**config.mk**
```make
export PLATFORM = sky130hd
export DESIGN_NAME = utf8_latin_fold_stream_unit
export DESIGN_NICKNAME = d
export VERILOG_FILES = /design/src/design/ulf_pkg.sv /design/src/design/utf8_latin_fold_stream_unit.sv
export SDC_FILE = /design/constraint.sdc
export NUM_CORES = 1
export LEC_CHECK = 0
export ABC_CLOCK_PERIOD_IN_PS = 3250
export BUFFER_PORTS_ARGS = -buffer_cell sky130_fd_sc_hd__buf_4
export CORE_MARGIN = 10
export CORE_UTILIZATION = 40
export CTS_CLUSTER_DIAMETER = 200
export CTS_CLUSTER_SIZE = 30
export DETAILED_ROUTE_END_ITERATION = 8
export PLACE_DENSITY = 0.61
export SETUP_SLACK_MARGIN = 0.1
export SYNTH_ARGS = -nofsm -noshare
export SYNTH_HDL_FRONTEND = slang
export SYNTH_SLANG_ARGS = --single-unit
```
**constraint.sdc**
```tcl
create_clock -name clk -period 3.25 [get_ports clk]
set_input_delay 0 -clock clk [delete_from_list [all_inputs] [get_ports clk]]
set_output_delay 0 -clock clk [all_outputs]
set_load 0.02 [all_outputs]
```
**src/design/ulf_pkg.sv**
```systemverilog
// Shared constants, base-letter table and helper functions for the UTF-8 Latin fold stream.
`default_nettype none

package ulf_pkg;

  // Byte classes and masks
  localparam logic [7:0] LeadMask     = 8'hE0;
  localparam logic [7:0] LeadTag      = 8'hC0;
  localparam logic [1:0] ContTag      = 2'b10;
  localparam logic [2:0] LeadPrefix   = 3'b110;

  // Code point window covered by the base-letter table
  localparam logic [10:0] CpLow       = 11'h0C0;
  localparam logic [10:0] CpHigh      = 11'h180;
  localparam int          TableDepth  = 192;

  // Table codes: lower-case letter maps to itself, others are special
  localparam logic [7:0] CodeUnmapped = 8'h2E; // '.'
  localparam logic [7:0] CodeSharpS   = 8'h53; // 'S' -> "ss"
  localparam logic [7:0] CodeAe       = 8'h41; // 'A' -> "ae"
  localparam logic [7:0] CodeOe       = 8'h4F; // 'O' -> "oe"
  localparam logic [7:0] CodeThorn    = 8'h54; // 'T' -> "th"

  localparam logic [15:0] PairSs = "ss";
  localparam logic [15:0] PairAe = "ae";
  localparam logic [15:0] PairOe = "oe";
  localparam logic [15:0] PairTh = "th";

  localparam logic [7:0] CaseOffset = 8'd32;

  // Entry 0 (U+00C0) sits in the top byte
  localparam logic [8*TableDepth-1:0] BaseTable = {
    "aaaaaaAceeeeiiii",
    "dnooooo.ouuuuyTS",
    "aaaaaaAceeeeiiii",
    "dnooooo.ouuuuyTy",
    "aaaaaaccccccccdd",
    "ddeeeeeeeeeegggg",
    "gggghhhhiiiiiiii",
    "ii..jjkkklllllll",
    "lllnnnnnnn..oooo",
    "ooOOrrrrrrssssss",
    "ssttttttuuuuuuuu",
    "uuuuwwyyyzzzzzz."
  };

  function automatic logic [7:0] base_code(input logic [7:0] idx);
    logic [7:0] rev;
    logic [7:0] code;
    rev  = 8'(TableDepth - 1) - idx;
    code = CodeUnmapped;
    if (idx < 8'(TableDepth)) begin
      code = BaseTable[{rev, 3'b000} +: 8];
    end
    return code;
  endfunction

  function automatic logic is_ligature(input logic [7:0] code);
    return (code == CodeSharpS) || (code == CodeAe) ||
           (code == CodeOe) || (code == CodeThorn);
  endfunction

  function automatic logic [15:0] ligature_pair(input logic [7:0] code);
    logic [15:0] pair;
    case (code)
      CodeSharpS: pair = PairSs;
      CodeAe:     pair = PairAe;
      CodeOe:     pair = PairOe;
      CodeThorn:  pair = PairTh;
      default:    pair = {8'h00, code};
    endcase
    return pair;
  endfunction

endpackage

`default_nettype wire

```
**src/design/utf8_latin_fold_stream_unit.sv**
```systemverilog
// Top level of the UTF-8 Latin fold stream: byte-in, byte-out text folder.
`default_nettype none

// Folds a UTF-8 text one beat (byte) at a time for case- and accent-blind
// comparison. ASCII A..Z become a..z; a two-byte sequence whose code point
// lies in U+00C0..U+017F and has a base letter becomes that letter, or two
// letters for the ligatures ss, ae, oe and th. Anything else passes through
// unchanged, and a lead byte that cannot be paired is released before the
// byte that broke the pair. Both channels use valid/stall: a beat moves on a
// rising edge with valid high and stall low. An input beat is registered,
// then folded into a two-byte result slot once that slot is empty or gives
// up its last byte, and its bytes leave one per cycle from that slot while
// out_stall is low. Throughput is one input beat per cycle while each beat
// yields at most one byte and out_stall is low; a beat that yields two
// bytes holds back the next beat until its first byte has left, as the
// result port takes a single byte. out_run_last marks the last byte caused
// by one input beat; out_text_end marks the final byte of a text (a beat
// with in_text_last always yields a byte and leaves no lead byte held).

module utf8_latin_fold_stream_unit (
  input  wire logic       clk,
  input  wire logic       rst_n,
  input  wire logic       in_valid,
  output      logic       in_stall,
  input  wire logic [7:0] in_byte,
  input  wire logic       in_text_last,
  output      logic       out_valid,
  input  wire logic       out_stall,
  output      logic [7:0] out_byte,
  output      logic       out_run_last,
  output      logic       out_text_end
);
  import ulf_pkg::*;

  // Input register
  logic       ir_valid_r, ir_valid_nxt;
  logic [7:0] ir_byte_r;
  logic       ir_last_r;

  // Held lead byte
  logic       lead_pending_r, lead_pending_nxt;
  logic [4:0] lead_bits_r, lead_bits_nxt;

  // Result slot: byte0 goes first when two bytes are queued, a single byte
  // always sits in byte1
  logic [7:0] res_byte0_r, res_byte1_r;
  logic [1:0] res_cnt_r, res_cnt_nxt;
  logic       res_last_r;

  logic       in_take;
  logic       drain;
  logic       fire;

  // Fold datapath
  logic [10:0] cp;
  logic [7:0]  idx;
  logic        is_cont;
  logic        in_window;
  logic [7:0]  code;
  logic        mapped;
  logic [15:0] lig;
  logic [7:0]  lead_byte;
  logic        own_n;
  logic [7:0]  own_byte;
  logic        own_pend;
  logic [1:0]  res_n;
  logic [7:0]  res_b0, res_b1;

  assign in_take   = in_valid && !in_stall;
  assign drain     = out_valid && !out_stall;
  // Fold a beat when the slot is empty or gives up its last byte now
  assign fire      = ir_valid_r && ((res_cnt_r == 2'd0) || ((res_cnt_r == 2'd1) && drain));
  assign in_stall  = ir_valid_r && !fire;

  assign cp        = {lead_bits_r, ir_byte_r[5:0]};
  assign idx       = 8'(cp - CpLow);
  assign is_cont   = (ir_byte_r[7:6] == ContTag);
  assign in_window = (cp >= CpLow) && (cp < CpHigh);
  assign code      = base_code(idx);
  assign mapped    = lead_pending_r && is_cont && in_window && (code != CodeUnmapped);
  assign lig       = ligature_pair(code);
  assign lead_byte = {LeadPrefix, lead_bits_r};

  // The current byte taken on its own
  always_comb begin
    own_n    = 1'b1;
    own_byte = ir_byte_r;
    own_pend = 1'b0;
    if (!ir_byte_r[7]) begin
      if (ir_byte_r inside {["A":"Z"]}) begin
        own_byte = ir_byte_r + CaseOffset;
      end
    end else if (((ir_byte_r & LeadMask) == LeadTag) && !ir_last_r) begin
      own_n    = 1'b0;
      own_pend = 1'b1;
    end
  end

  always_comb begin
    res_n  = 2'd0;
    res_b0 = 8'h00;
    res_b1 = 8'h00;
    if (mapped) begin
      if (is_ligature(code)) begin
        res_n  = 2'd2;
        res_b0 = lig[15:8];
        res_b1 = lig[7:0];
      end else begin
        res_n  = 2'd1;
        res_b1 = code;
      end
    end else if (lead_pending_r) begin
      // Release the held lead byte ahead of the current byte
      if (own_n) begin
        res_n  = 2'd2;
        res_b0 = lead_byte;
        res_b1 = own_byte;
      end else begin
        res_n  = 2'd1;
        res_b1 = lead_byte;
      end
    end else begin
      res_n  = {1'b0, own_n};
      res_b1 = own_byte;
    end
  end

  always_comb begin
    lead_pending_nxt = lead_pending_r;
    lead_bits_nxt    = lead_bits_r;
    if (fire) begin
      lead_pending_nxt = !mapped && own_pend;
      lead_bits_nxt    = (!mapped && own_pend) ? ir_byte_r[4:0] : 5'd0;
    end
  end

  always_comb begin
    ir_valid_nxt = ir_valid_r;
    if (in_take) begin
      ir_valid_nxt = 1'b1;
    end else if (fire) begin
      ir_valid_nxt = 1'b0;
    end
  end

  always_comb begin
    res_cnt_nxt = res_cnt_r;
    if (fire) begin
      res_cnt_nxt = res_n;
    end else if (drain) begin
      res_cnt_nxt = res_cnt_r - 2'd1;
    end
  end

  always_ff @(posedge clk) begin
    if (!rst_n) begin
      ir_valid_r     <= 1'b0;
      lead_pending_r <= 1'b0;
      lead_bits_r    <= 5'd0;
      res_cnt_r      <= 2'd0;
    end else begin
      ir_valid_r     <= ir_valid_nxt;
      lead_pending_r <= lead_pending_nxt;
      lead_bits_r    <= lead_bits_nxt;
      res_cnt_r      <= res_cnt_nxt;
    end
  end

  // Payload registers: hold unless loaded
  always_ff @(posedge clk) begin
    if (in_take) begin
      ir_byte_r <= in_byte;
      ir_last_r <= in_text_last;
    end
    if (fire) begin
      res_byte0_r <= res_b0;
      res_byte1_r <= res_b1;
      res_last_r  <= ir_last_r;
    end
  end

  assign out_valid    = (res_cnt_r != 2'd0);
  assign out_byte     = (res_cnt_r == 2'd2) ? res_byte0_r : res_byte1_r;
  assign out_run_last = (res_cnt_r == 2'd1);
  assign out_text_end = (res_cnt_r == 2'd1) && res_last_r;

  // A beat that ends the text always yields a byte
  a_last_yields: assert property (@(posedge clk) disable iff (!rst_n)
    fire && ir_last_r |-> res_n != 2'd0)
    else $error("text end folded without a result byte");

  // Nothing is held across a text boundary
  a_last_clears_lead: assert property (@(posedge clk) disable iff (!rst_n)
    fire && ir_last_r |=> !lead_pending_r)
    else $error("lead byte held after end of text");

  // A silent beat is always a lead byte being held
  a_silent_holds: assert property (@(posedge clk) disable iff (!rst_n)
    fire && res_n == 2'd0 |=> lead_pending_r)
    else $error("beat dropped without holding a lead byte");

  // A two-byte result opens with a byte that is not the last of its run
  a_pair_first: assert property (@(posedge clk) disable iff (!rst_n)
    fire && res_n == 2'd2 |=> out_valid && !out_run_last)
    else $error("two-byte result lost its first byte");

endmodule

`default_nettype wire

```
==> metrics list <==
- Most used flip-flop cell after synthesis: sky130_fd_sc_hd__edfxtp_1
- Number of nets in the layout: 341
* Ranking of synthesized cells by area: sky130_fd_sc_hd__edfxtp_1 (29%), sky130_fd_sc_hd__dfxtp_1 (6.7%), sky130_fd_sc_hd__ha_1 (6.0%), sky130_fd_sc_hd__a21oi_1 (4.2%), sky130_fd_sc_hd__mux2_2 (3.7%)
- Once routing completed, OpenROAD measured the worst setup slack at 457 ps.
- At the end of routability-driven placement, the weighted congestion stood at 0.916.
* GR Overflow Total: 0
* Root Driver: sky130_fd_sc_hd__clkbuf_8
* Worst reg-to-reg path cell count: 8
- Across all register-to-register paths, the minimum setup slack is 460 ps.
- Count of maximum capacitance violations: 0
- Entering global routing, the biggest net connects 24 pins.
- Summing all flip-flop and latch instances after layout gives 961 um^2.
- Skew-Pair Late Insertion Delay: 280 ps
* Number of DRC markers after the initial detailed-route iteration: 266
* Tightest Pin Transition: 744 ps
- Floorplan die height: 102 um
* Area growth from synthesis to layout: 15.7%
- Once the clock tree was built, the resizer swapped 0 gates to a different size.
- Routed length on met3: 436 um
- Layout filler cell count: 610
* Sinks on Clock Net: 35
- Fraction of the yosys area taken by sequential cells: 35.5%
- The worst register-to-register path ends at res_byte1_r[6]$_DFFE_PP_.
* Worst reg2reg path startpoint: ir_byte_r[4]$_DFFE_PP_
- Core footprint: 6460 um^2
- The slowest stage of the critical path is the sky130_fd_sc_hd__edfxtp_1 cell.
- In the final routing, the length of wire on met1 measures 2.94 mm.
- Counting distinct cell types in the post-synthesis netlist gives 65.
* Port Buf Inserts: 24
- Detailed routing placed a total of 3.14 mm of wire on met2.
- Clock buffer count from CTS: 5
- Post-route total power: 1.23 mW
* Critical Path End Type: flop
- P_leak: 1.14 nW
* WHS: 7.27 ps
- Final Instance Count excl. Fillers: 393
- Dominant cell type by area after synthesis: sky130_fd_sc_hd__edfxtp_1
- Synthesized instance count: 283
* Final Core Density: 48.5%
* Cells along the critical path: nand4_1 > o31ai_1 > o22a_1 > nor2b_2 > a31oi_4 > buf_12 > a221oi_1 > a21oi_1
- Max transition margin: 50.4%
* Netlist area before placement: 2710 um^2
* Worst setup path start: ir_byte_r[4]$_DFFE_PP_
* Arrival @ worst endpoint: 2820 ps
- Dividing the final minimum period by the clock period gives 85.9%.
- Setup violations remaining at the end of the flow were counted as 0.
- TritonCTS built the clock tree.
- Counting along the longest clock path gives a buffer depth of 2.
- Vias in the first global route: 2,150
- Of all flip-flops after synthesis, the portion carrying an async set or reset was 0%.
- Summed over its instances, the top area cell type makes up 28.8% of the synthesized netlist area.
- Count of pins on the block boundary: 25
* Max frequency: 358 MHz
* CP Data Required Time: 3280 ps
- On the worst path, the slowest cell contributes a delay of 830 ps.
* Detailed-placement wirelength estimate: 4.87 mm
- Before CTS, the worst setup slack after placement is 470 ps.
- Global routing used 13.0% of the available tracks across all layers.
- The number of max-slew violations in the final report is 0.
- The first global-routing pass estimated 11.1 mm of wire.
- VDD sags by at most 250 uV.
* Htree depth: 2
- Vias per inst: 5.82
- The worst setup path is of the flop to flop kind.
- In this run the core area contains 29 standard-cell rows.
- The synthesized design contains 26 enable-type register cells.
- Crit path capture: res_byte1_r[6]$_DFFE_PP_
- Counting flops and latches in the post-synthesis netlist gives 35.
- In this run, post-CTS hold repair placed 11 buffers.
- Floorplan die width: 102 um
- The initial antenna violation count is 0.
- Once the floorplan was initialized, standard cells occupied 41.9% of the core.
- The count of nets left with antenna violations once routing finished came out at 0.
* Post-place instance area: 2940 um^2
- Placed instance count: 374
- Setup repair after global routing left no endpoint under its margin.
* Critical path startpoint category: flop
* Reg clk slew, reported paths: 70 ps
- Dividing total power by cell area gives a power density of 393 nW/um^2.
- The die covers 10,500 um^2.
- Hold crit path type: primary input to flop
* Status: completed
- Mean Syn Cell Area: 9.57 um^2
* Total nets after synthesis: 309
- The highest metal layer carrying signal wires in the routed design is met4.
- Detailed-route via count: 2,286
- Buffers added to address setup during post-CTS repair amount to 0.
- Final wirelength: 6.56 mm
* Final critical-path required period: 2790 ps
* DRC violations left: 0
- CP max FO: 23
- 0 antenna diodes ended up in the layout.
* Per-cell routed wire length: 16.7 um
* Yosys Warn Count: 0
- After routing, the total negative slack on setup checks comes to 0 ps.
- Area taken by multi-input logic gates: 1540 um^2
- Hold Vio Cnt, Final: 0
- The finished cells cover 3130 um^2.
- The pre-antenna-repair detailed-routing pass consisted of 4 iterations.
* Max Clock Skew: 9.81 ps
- In the final layout, the share of cells above drive strength 1 is 21.8%.
## cells in the final DEF (no fill, tap or decap), types with 3 or more instances in the layout
| master | count |
|---|---|
| sky130_fd_sc_hd__dfxtp_1 | 9 |
| sky130_fd_sc_hd__edfxtp_1 | 26 |
| sky130_fd_sc_hd__nand3_1 | 7 |
| sky130_fd_sc_hd__inv_1 | 13 |
| sky130_fd_sc_hd__a31oi_1 | 6 |
| sky130_fd_sc_hd__inv_2 | 3 |
| sky130_fd_sc_hd__nor3_1 | 3 |
| sky130_fd_sc_hd__o21a_1 | 4 |
| sky130_fd_sc_hd__o211ai_1 | 6 |
| sky130_fd_sc_hd__clkbuf_8 | 5 |
| sky130_fd_sc_hd__o41ai_1 | 3 |
| sky130_fd_sc_hd__a211oi_1 | 4 |
| sky130_fd_sc_hd__mux2i_1 | 6 |
| sky130_fd_sc_hd__mux2_2 | 9 |
| sky130_fd_sc_hd__dlygate4sd3_1 | 11 |
| sky130_fd_sc_hd__o21ai_1 | 8 |
| sky130_fd_sc_hd__o22ai_1 | 4 |
| sky130_fd_sc_hd__nor2_1 | 11 |
| sky130_fd_sc_hd__nor2b_1 | 8 |
| sky130_fd_sc_hd__a21oi_1 | 23 |
| sky130_fd_sc_hd__and2_1 | 8 |
| sky130_fd_sc_hd__nand2b_1 | 6 |
| sky130_fd_sc_hd__o21ai_0 | 10 |
| sky130_fd_sc_hd__buf_4 | 35 |
| sky130_fd_sc_hd__ha_1 | 13 |
| sky130_fd_sc_hd__nand2_1 | 24 |
## cell usage after synthesis, types with 7 or more instances
| library cell | instances |
|---|---|
| sky130_fd_sc_hd__edfxtp_1 | 26 |
| sky130_fd_sc_hd__nand2_1 | 24 |
| sky130_fd_sc_hd__a21oi_1 | 23 |
| sky130_fd_sc_hd__ha_1 | 13 |
| sky130_fd_sc_hd__inv_1 | 13 |
| sky130_fd_sc_hd__nor2_1 | 11 |
| sky130_fd_sc_hd__o21ai_0 | 10 |
| sky130_fd_sc_hd__dfxtp_1 | 9 |
| sky130_fd_sc_hd__mux2_2 | 9 |
| sky130_fd_sc_hd__and2_1 | 8 |
| sky130_fd_sc_hd__nor2b_1 | 8 |
| sky130_fd_sc_hd__o21ai_1 | 8 |
| sky130_fd_sc_hd__nand3_1 | 7 |
## critical path, delay by kind of cell, from the launching register on
family	cells	cell delay (ps)
buf+inv	1	210
simple gates	2	510
compound gates	5	970
flops	1	830
## layer usage
layer	up-vias	track usage, %
met3	6	3.31
li1	1126	-
met1	1074	17.3
met5	-	0
met4	0	2.06
met2	80	21.1
## flip-flops by register name, summed over array words and instances (netlist names)
register,flops
res_cnt_r,2
ir_last_r,1
lead_bits_r,5
res_byte0_r,8
res_last_r,1
res_byte1_r,8
ir_valid_r,1
ir_byte_r,8
lead_pending_r,1
## cells by family after synthesis
logic type	count (synthesis)	synth area share (%)
compound gates	92	26.3
simple gates	85	17.1
buf+inv	39	7.76
flops	35	35.5
mux	16	6.37
fa+ha+maj	13	6.00
xor+xnor	3	0.970
## worst min path at each step
| stage | depth (start not counted) | slack (ps) | end | start |
|---|---|---|---|---|
| after floorplan | 0 | 100 | ir_byte_r[0]$_DFFE_PP_ | in_byte[0] |
| after global placement | 1 | 180 | ir_byte_r[1]$_DFFE_PP_ | in_byte[1] |
| after detailed placement | 1 | 180 | ir_last_r$_DFFE_PP_ | in_text_last |
| after CTS | 2 | 2 | lead_bits_r[3]$_SDFFE_PN0P_ | rst_n |
| after global routing | 2 | 8 | lead_pending_r$_SDFFE_PN0P_ | rst_n |
| final | 2 | 7 | lead_bits_r[4]$_SDFFE_PN0P_ | rst_n |
## final cells by class
| class | instances | share of cell area, % |
|---|---|---|
| Multi-Input combinational cell | 209 | 49.1 |
| Sequential cell | 35 | 30.7 |
| Timing Repair Buffer | 47 | 12.5 |
| Tap cell | 77 | 3.08 |
| Clock buffer | 7 | 2.44 |
| Inverter | 17 | 2.04 |
| Clock inverter | 1 | 0.160 |
## report_power, final
group / internal [mW] / switching, mW / total (mW)
registers: 0.525 / 0.0341 / 0.559
clock network: 0.150 / 0.148 / 0.298
logic: 0.164 / 0.209 / 0.373
(Power assumes the default switching activity.)
